$ cat src/rtl/rfbc_pkg.sv
package rfbc_pkg;

   localparam int GATES_DEFAULT = 16;
   localparam int QUEUE_DEPTH_DEFAULT = 4;

   localparam int POS_W = 9;

   localparam logic [15:0] CRC_POLY = 16'h1021;
   localparam logic [15:0] CRC_INIT = 16'hFFFF;
   localparam logic [15:0] CRC_TOP = 16'h8000;

   localparam logic [7:0] SYNC_A = 8'hAA;
   localparam logic [7:0] SYNC_B = 8'h55;
   localparam logic [7:0] TYPE_RESULT = 8'h01;

   // positions in the output sequence of one item
   localparam logic [2:0] SEQ_SYNC_A = 3'd0;
   localparam logic [2:0] SEQ_SYNC_B = 3'd1;
   localparam logic [2:0] SEQ_LEN_LO = 3'd2;
   localparam logic [2:0] SEQ_LEN_HI = 3'd3;
   localparam logic [2:0] SEQ_TYPE = 3'd4;
   localparam logic [2:0] SEQ_DATA = 3'd5;
   localparam logic [2:0] SEQ_CRC_LO = 3'd6;
   localparam logic [2:0] SEQ_CRC_HI = 3'd7;

   typedef struct packed {
      logic [7:0]  data_byte;
      logic        first;
      logic        last;
      logic [15:0] crc;
   } rfbc_entry_type;

   // crc16-ccitt, msb first, one byte
   function automatic logic [15:0] crc_byte(input logic [15:0] crc_val,
                                            input logic [7:0] b);
      logic [15:0] c;
      c = crc_val ^ {b, 8'h00};
      for (int k = 0; k < 8; k++) begin
         if ((c & CRC_TOP) != 16'h0000) begin
            c = {c[14:0], 1'b0} ^ CRC_POLY;
         end else begin
            c = {c[14:0], 1'b0};
         end
      end
      return c;
   endfunction

   localparam logic [15:0] CRC_AFTER_TYPE = crc_byte(CRC_INIT, TYPE_RESULT);

endpackage

$ cat src/rtl/rfbc_front.sv
module rfbc_front #(
   parameter int GATES = rfbc_pkg::GATES_DEFAULT
) (
   input  logic                    clock,
   input  logic                    reset,
   input  logic                    push,
   input  logic [7:0]              data_byte,
   input  logic                    queue_full,
   output logic                    entry_push,
   output rfbc_pkg::rfbc_entry_type entry
);
   import rfbc_pkg::*;

   localparam logic [POS_W-1:0] LAST_POS = POS_W'(33 + 4 * GATES - 1);

   logic [POS_W-1:0] pos_ff, pos_in;
   logic [15:0]      crc_ff, crc_in;
   logic             accept;
   logic             is_first, is_last;
   logic [15:0]      crc_base, crc_next;

   assign accept = push && !queue_full;
   assign is_first = (pos_ff == '0);
   assign is_last = (pos_ff == LAST_POS);

   // start of frame folds the type byte in before the payload byte
   assign crc_base = is_first ? CRC_AFTER_TYPE : crc_ff;
   assign crc_next = crc_byte(crc_base, data_byte);

   always_comb begin
      pos_in = pos_ff;
      crc_in = crc_ff;
      if (accept) begin
         if (is_last) begin
            pos_in = '0;
            crc_in = CRC_INIT;
         end else begin
            pos_in = pos_ff + 1'b1;
            crc_in = crc_next;
         end
      end
   end

   always_ff @(posedge clock) begin
      if (reset) begin
         pos_ff <= '0;
         crc_ff <= CRC_INIT;
      end else begin
         pos_ff <= pos_in;
         crc_ff <= crc_in;
      end
   end

   assign entry_push = accept;
   assign entry.data_byte = data_byte;
   assign entry.first = is_first;
   assign entry.last = is_last;
   assign entry.crc = crc_next;

endmodule

$ cat src/rtl/rfbc_queue.sv
module rfbc_queue #(
   parameter int DEPTH = rfbc_pkg::QUEUE_DEPTH_DEFAULT
) (
   input  logic                    clock,
   input  logic                    reset,
   input  logic                    push,
   input  rfbc_pkg::rfbc_entry_type wr_entry,
   output logic                    full,
   input  logic                    pop,
   output logic                    empty,
   output rfbc_pkg::rfbc_entry_type rd_entry
);
   import rfbc_pkg::*;

   localparam int PTR_W = (DEPTH > 1) ? $clog2(DEPTH) : 1;
   localparam int CNT_W = $clog2(DEPTH + 1);
   localparam logic [PTR_W-1:0] PTR_LAST = PTR_W'(DEPTH - 1);
   localparam logic [CNT_W-1:0] CNT_FULL = CNT_W'(DEPTH);

   rfbc_entry_type mem_ff [DEPTH];
   logic [PTR_W-1:0] wr_ptr_ff, wr_ptr_in;
   logic [PTR_W-1:0] rd_ptr_ff, rd_ptr_in;
   logic [CNT_W-1:0] count_ff, count_in;
   logic             do_push, do_pop;

   assign full = (count_ff == CNT_FULL);
   assign empty = (count_ff == '0);
   assign do_push = push && !full;
   assign do_pop = pop && !empty;

   always_comb begin
      wr_ptr_in = wr_ptr_ff;
      rd_ptr_in = rd_ptr_ff;
      count_in = count_ff;
      if (do_push) begin
         wr_ptr_in = (wr_ptr_ff == PTR_LAST) ? '0 : wr_ptr_ff + 1'b1;
      end
      if (do_pop) begin
         rd_ptr_in = (rd_ptr_ff == PTR_LAST) ? '0 : rd_ptr_ff + 1'b1;
      end
      if (do_push && !do_pop) begin
         count_in = count_ff + 1'b1;
      end else if (do_pop && !do_push) begin
         count_in = count_ff - 1'b1;
      end
   end

   always_ff @(posedge clock) begin
      if (reset) begin
         wr_ptr_ff <= '0;
         rd_ptr_ff <= '0;
         count_ff <= '0;
      end else begin
         wr_ptr_ff <= wr_ptr_in;
         rd_ptr_ff <= rd_ptr_in;
         count_ff <= count_in;
      end
   end

   always_ff @(posedge clock) begin
      if (do_push) begin
         mem_ff[wr_ptr_ff] <= wr_entry;
      end
   end

   assign rd_entry = mem_ff[rd_ptr_ff];

endmodule

$ cat src/rtl/rfbc_back.sv
module rfbc_back #(
   parameter int GATES = rfbc_pkg::GATES_DEFAULT
) (
   input  logic                    clock,
   input  logic                    reset,
   input  rfbc_pkg::rfbc_entry_type head,
   input  logic                    head_empty,
   output logic                    head_pop,
   input  logic                    pop,
   output logic [7:0]              out_byte,
   output logic                    last_of_run,
   output logic                    frame_end
);
   import rfbc_pkg::*;

   localparam logic [15:0] LEN_FIELD = 16'(34 + 4 * GATES);

   logic [2:0] offset_ff, offset_in;
   logic [2:0] seq, final_seq;
   logic       step, at_final;

   assign seq = (head.first ? SEQ_SYNC_A : SEQ_DATA) + offset_ff;
   assign final_seq = head.last ? SEQ_CRC_HI : SEQ_DATA;
   assign at_final = (seq == final_seq);
   assign step = pop && !head_empty;
   assign head_pop = step && at_final;

   always_comb begin
      offset_in = offset_ff;
      if (step) begin
         offset_in = at_final ? 3'd0 : offset_ff + 3'd1;
      end
   end

   always_ff @(posedge clock) begin
      if (reset) begin
         offset_ff <= 3'd0;
      end else begin
         offset_ff <= offset_in;
      end
   end

   always_comb begin
      case (seq)
         SEQ_SYNC_A: out_byte = SYNC_A;
         SEQ_SYNC_B: out_byte = SYNC_B;
         SEQ_LEN_LO: out_byte = LEN_FIELD[7:0];
         SEQ_LEN_HI: out_byte = LEN_FIELD[15:8];
         SEQ_TYPE:   out_byte = TYPE_RESULT;
         SEQ_DATA:   out_byte = head.data_byte;
         SEQ_CRC_LO: out_byte = head.crc[7:0];
         SEQ_CRC_HI: out_byte = head.crc[15:8];
         default:    out_byte = head.data_byte;
      endcase
   end

   assign last_of_run = at_final;
   assign frame_end = (seq == SEQ_CRC_HI);

endmodule

$ cat src/rtl/result_frame_builder_crc16.sv
// result_frame_builder_crc16: frames result records for a byte-serial link.
// req side: present one payload byte on req_data_byte with req_push; the
// byte is taken at a clock edge where req_push is high and req_full is low.
// rsp side: while rsp_empty is low the next framed byte sits on rsp_out_byte,
// with rsp_last_of_run marking the final byte an item causes and
// rsp_frame_end marking the crc high byte; rsp_pop takes it.
// a frame starts with aa 55, the body length (low, high) and type 01 before
// the first payload byte, and ends with the crc16 (low, high) after the last.
// an accepted item is registered into the queue; its first output byte is
// shown at the queue head. throughput: one item per cycle while req_full is
// low; middle bytes give one output each, the first byte of a frame six and
// the last three, so the rsp side sets the pace over a frame. the input side
// accepts until the item queue between the crc/position stage and the
// output sequencer (QUEUE_DEPTH entries) fills; while the receiver stalls,
// rsp ports hold and req_full rises. reset clears the queue, the byte
// position and the running crc, so the next byte accepted opens a new frame.
module result_frame_builder_crc16 #(
   parameter int GATES = rfbc_pkg::GATES_DEFAULT,
   parameter int QUEUE_DEPTH = rfbc_pkg::QUEUE_DEPTH_DEFAULT
) (
   input  logic       clock,
   input  logic       reset,
   input  logic       req_push,
   output logic       req_full,
   input  logic [7:0] req_data_byte,
   output logic       rsp_empty,
   input  logic       rsp_pop,
   output logic [7:0] rsp_out_byte,
   output logic       rsp_last_of_run,
   output logic       rsp_frame_end
);
   import rfbc_pkg::*;

   rfbc_entry_type wr_entry, head;
   logic           entry_push, head_pop, queue_full, queue_empty;

   rfbc_front #(
      .GATES(GATES)
   ) u_front (
      .clock(clock),
      .reset(reset),
      .push(req_push),
      .data_byte(req_data_byte),
      .queue_full(queue_full),
      .entry_push(entry_push),
      .entry(wr_entry)
   );

   rfbc_queue #(
      .DEPTH(QUEUE_DEPTH)
   ) u_queue (
      .clock(clock),
      .reset(reset),
      .push(entry_push),
      .wr_entry(wr_entry),
      .full(queue_full),
      .pop(head_pop),
      .empty(queue_empty),
      .rd_entry(head)
   );

   rfbc_back #(
      .GATES(GATES)
   ) u_back (
      .clock(clock),
      .reset(reset),
      .head(head),
      .head_empty(queue_empty),
      .head_pop(head_pop),
      .pop(rsp_pop),
      .out_byte(rsp_out_byte),
      .last_of_run(rsp_last_of_run),
      .frame_end(rsp_frame_end)
   );

   assign req_full = queue_full;
   assign rsp_empty = queue_empty;

endmodule
$ cat config.mk
export PLATFORM = sky130hd
export DESIGN_NAME = result_frame_builder_crc16
export DESIGN_NICKNAME = d
export VERILOG_FILES = /design/src/rtl/rfbc_pkg.sv /design/src/rtl/rfbc_front.sv /design/src/rtl/rfbc_queue.sv /design/src/rtl/rfbc_back.sv /design/src/rtl/result_frame_builder_crc16.sv
export SDC_FILE = /design/constraint.sdc
export NUM_CORES = 1
export LEC_CHECK = 0
export BUFFER_PORTS_ARGS = -buffer_cell sky130_fd_sc_hd__buf_2
export CAP_MARGIN = 30
export CORE_MARGIN = 2
export CORE_UTILIZATION = 55
export CTS_BUF_LIST = sky130_fd_sc_hd__clkbuf_4 sky130_fd_sc_hd__clkbuf_8 sky130_fd_sc_hd__clkbuf_16
export DETAILED_ROUTE_END_ITERATION = 6
export GPL_TIMING_DRIVEN = 0
export PLACE_DENSITY = 0.75
export SLEW_MARGIN = 20
export SYNTH_ARGS = -nofsm -noshare
export SYNTH_HDL_FRONTEND = slang
export SYNTH_SLANG_ARGS = --single-unit
$ cat constraint.sdc
create_clock -name clock -period 5.3 [get_ports clock]
set_input_delay 1.06 -clock clock [delete_from_list [all_inputs] [get_ports clock]]
set_output_delay 1.06 -clock clock [all_outputs]
set_load 0.03 [all_outputs]
* After elaboration in Yosys (flattened, before gate mapping)
Memories as Yosys holds them, arrays and structs flattened. A register that Yosys moved wholly into a read port is not among the register bits.
Cells that the tools add are included.
** Storage, ports and cells
- Register bits after elaboration :: 35
- Latch bits :: 0
- Memory bits (writable) :: 104
- Bits in read-only memories :: 0
- Input bits :: 12
- Output and inout bits :: 12
- Word-level logic and storage cells :: 73
- Memories :: 1
** Operators by class
- Add/subtract/negate cells :: 7
- $mul :: 0
- Divide/modulo/power cells :: 0
- Magnitude comparators :: 0
- Eq/ne operators :: 12
- Shift-type cells :: 0
- Multiplexer cells :: 23
- Bitwise operators :: 9
- Reductions and logical operators :: 15
** Memory list
- u_queue.mem_ff :: depth 4, bits a word 26, rd ports 1, clocked after Yosys merged registers in 1, wr ports 1, line rfbc_queue.sv:20 : rfbc_entry_type mem_ff [DEPTH];
** Operators with widths (count)
- two-way mux 13 bit :: 8
- case mux 8 bit (8 select lines) :: 1
- two-way mux 16 bit :: 2
- NOT 3 bit :: 8
- XOR 16 bit :: 1
- equality test 3 bit (second input constant) :: 5
- two-way mux 3 bit :: 4
- two-way mux 2 bit :: 5
- adder 9 x 1 -> 9 bit (second input constant) :: 1
- equality test 9 x 7 -> 1 bit (second input constant) :: 1
- zero test 9 bit :: 1
- two-way mux 9 bit :: 1
- logical AND 1 bit :: 7
- adder 3 x 1 -> 3 bit (second input constant) :: 2
- equality test 3 x 2 -> 1 bit (second input constant) :: 2
- zero test 3 bit :: 2
- adder 2 x 1 -> 2 bit (second input constant) :: 2
- equality test 2 bit (second input constant) :: 2
- zero test 1 bit :: 4
- adder 3 bit :: 1
- equality test 3 x 1 -> 1 bit (second input constant) :: 1
- equality test 3 bit :: 1
- subtractor 3 x 1 -> 3 bit (second input constant) :: 1
- two-way mux 1 bit :: 2
- nonzero test 2 bit :: 1

* Longest topological paths before layout
- Word-level depth :: 20
- Depth in mapped cells :: 15
- Gate-level depth less buffers :: 14

* Cells and area by module
A second synthesis with hierarchy kept.
** Second synthesis, totals
- Cell total of the unflattened synthesis :: 429
- Area, all modules :: 6402.4 um2
** By module, submodules not included
- rfbc_queue :: instances 1, cells an instance 186, area an instance 4244.1 um2, sequential area each 3303.2 um2
- rfbc_front :: instances 1, cells an instance 180, area an instance 1640.3 um2, sequential area each 500.5 um2
- rfbc_back :: instances 1, cells an instance 63, area an instance 518.0 um2, sequential area each 60.1 um2

* Worst setup path before layout
Ideal clock, no wire load.
- Kind :: register to output
- From :: register (tool-made name)
- To :: output rsp_out_byte[6]
- Arrival time :: 2529 ps
- Data required time :: 4240 ps
- Slack :: 1711 ps
- Stages on the path, launching flop included :: 11
- Path buffers :: 2
- Cells stage by stage :: dfxtp_1 > buf_6 > mux4_2 > inv_1 > ha_1 > ha_1 > clkbuf_1 > and2_1 > o21ai_0 > o21ai_0 > a21oi_1
** RTL lines
- end: declaration :: line result_frame_builder_crc16.sv:28 : output logic [7:0] rsp_out_byte,

==> metrics <==
CP dominant cell by count=ha_1; count of final setup violators=0; clock skew=7.98 ps; Synth area leader=edfxtp_1; worst slew pin tran=725 ps; Final Hold Viols=0; Max transition margin=51.6%; IO Pins=24; Synthesis Warnings=0; TritonCTS buffer count=17; via count=3695; clock tree root driver cell=clkbuf_16; Die Span X=110 um; CP Launch Type=flip-flop; FF+latch count, synth=141; nets=498; HP Class=flip-flop to flip-flop; WHS Path Cells=2; P_leak=2.49 nW; Max Cap Viol=0; Critical Path Sink Type=output pin; period utilization=81.2%; Layout area overhead=13.3%; Total GRT Usage=23.2%; EDFF count, synth=104; RSZ-0062 raised after global routing=no; CP Class=flip-flop to output pin; CTS sink cnt=141; WP data required=4240 ps; area share of the largest cell type after synthesis=50.2%; crit path time final=4310 ps; wire per inst=20.3 um; Antenna Nets Post-Route=0; Mean Syn Cell Area=14.5 sq um; postcts setup bufs=0; Netlist cell types=49; ys flop type=edfxtp_1; Clock Path Buffers=2; n_diodes=0; status=complete, no violations; drt total wl=12.7 mm; Die Y=110 um; max frequency=232 MHz; crit path DAT=3250 ps; first-pass GRT wire length=20.0 mm; DIE AREA=12200 sq um; largest net degree at the start of global routing=27; DRT iter0 DRCs=362; sequential element share of the synthesized area=62.1%; final setup TNS=0 ps; crit path max-delay cell type=mux4_2; GPL Wtd Cong=0.770; cells after synthesis=430; Core Util, Final=64.5%; TritonRoute pass-1 iters=5; H-tree depth=4; Async S/R FF share, synth=0%; Post-Syn Nets=454; cell area after synthesis=6220 sq um; dominant cell by count in the synthesized netlist=edfxtp_1; initial antenna violation count=0; clk slew on worst S/H paths=60 ps; Core Area=10900 sq um; synth top area cells=edfxtp_1 (50%), dfxtp_1 (12%), mux4_2 (9.4%), xnor2_1 (3.7%), xor2_1 (3.0%); total power divided by cell area=538 nW/um^2; Post-DP HPWL=8.22 mm; filler instances=786; number of remaining DRC errors=0; Skew-Pair Late Insertion Delay=410 ps; Peak supply drop=0.433 mV; vias per cell=5.91; layout cells sized above 1=20.6%; post-cts resize count=0; cell row count=38; crit path cell chain=buf_6, mux4_2, inv_1, ha_1, ha_1, nor2b_1, a22o_1, a21oi_1, o22ai_1, buf_2; total congestion overflow=0; PortBufs=23; slowest stage delay, CP=580 ps; worst-path maximum fanout=8; R2R Setup Slk=1710 ps; # hold bufs at CTS=0; vias in the first global route=3739; final max-slew violation count=0; Synth top cells by count=edfxtp_1 (104), dfxtp_1 (37), nand2_1 (29), nor2_1 (27); Worst Reg-to-Reg Cells=15; CTS tree=built; Initial Utilization=56.9%
## routing by layer
metal  global-route usage (%)  share of wire (%)  routed length, um
met2                     38.9                 50               6390
met5                        0                  0                  0
met4                     9.38                2.2                279
met3                     5.47                5.8                733
met1                     29.2                 42               5290
## worst paths after layout
| kind | to | start |
|---|---|---|
| max reg2reg | u_queue.count_ff[2] | flip-flop |
| min | u_front.crc_ff[4] | u_front.crc_ff[4] |
| max | rsp_out_byte[7] | flip-flop |
| min reg2reg | u_front.crc_ff[4] | u_front.crc_ff[4] |
## power by group
part,internal [mW],switching [mW]
clock network,0.581,0.416
registers,1.45,0.0811
logic,0.470,0.794
total,2.50,1.29
## worst max-delay path: cells and delay by family, from the launching register on
| family | cells | cell delay, ps |
|---|---|---|
| compound gates | 3 | 470 |
| fa+ha+maj | 2 | 440 |
| buf+inv | 3 | 470 |
| flops | 1 | 320 |
| mux | 1 | 580 |
| simple gates | 1 | 560 |
## metrics by stage
step           area [sq um]  hold WS, ps  cells  worst slack, ps  total power [mW]
2_1_floorplan          6220          459    430             1710              2.45
3_3_place_gp           6520          468    593             1490              2.74
3_5_place_dp           6560          489    595             1450              2.80
4_1_cts                7050          499    625              994              3.80
5_1_grt                7050          515    625              768              3.98
6_report               7050          495    625              994              3.80
## state kept, by name, indices dropped and copies added, names as in the netlist, named ones only
| register | cells |
|---|---|
| u_queue.wr_ptr_ff | 2 |
| u_queue.mem_ff | 104 |
| u_front.crc_ff | 16 |
| u_front.pos_ff | 9 |
| u_queue.count_ff | 3 |
| u_queue.rd_ptr_ff | 2 |
| u_back.offset_ff | 3 |
## cells in the final DEF (no fill, tap or decap), drive strengths merged, types with 4 or more instances in the layout
cell type and n:
ha 11, edfxtp 104, mux2i 4, clkinv 9, a21oi 20, xor2 22
mux4 26, clkbuf 29, nor2 29, dfxtp 37, buf 34, nand2 30
nand4 4, xnor2 27, o21ai 11, nand3 12, inv 11, nor3 12
and3 6, and2 5
## cells by family after synthesis
family / after synthesis / share of synthesized area (%)
and+or+nand+nor: 116 / 9.91
adders and majority gates: 12 / 2.53
DFF: 141 / 62.1
muxes: 32 / 10.4
xor gates and xnor gates: 52 / 8.24
buffers and inverters: 31 / 2.27
AOI/OAI and AO/OA: 46 / 4.56
## layout make-up
| cell class | count | area, sq um | area share, % |
|---|---|---|---|
| buffer | 20 | 100 | 1.42 |
| clock buffer | 18 | 433 | 6.14 |
| clock inverter | 12 | 57.6 | 0.816 |
| inverter | 11 | 41.3 | 0.586 |
| multi-input combinational | 258 | 2220 | 31.6 |
| sequential | 141 | 3860 | 54.8 |
| tap | 140 | 175 | 2.48 |
| timing repair buffer | 25 | 155 | 2.20 |
No activity file was read; power rests on OpenSTA's default activity.
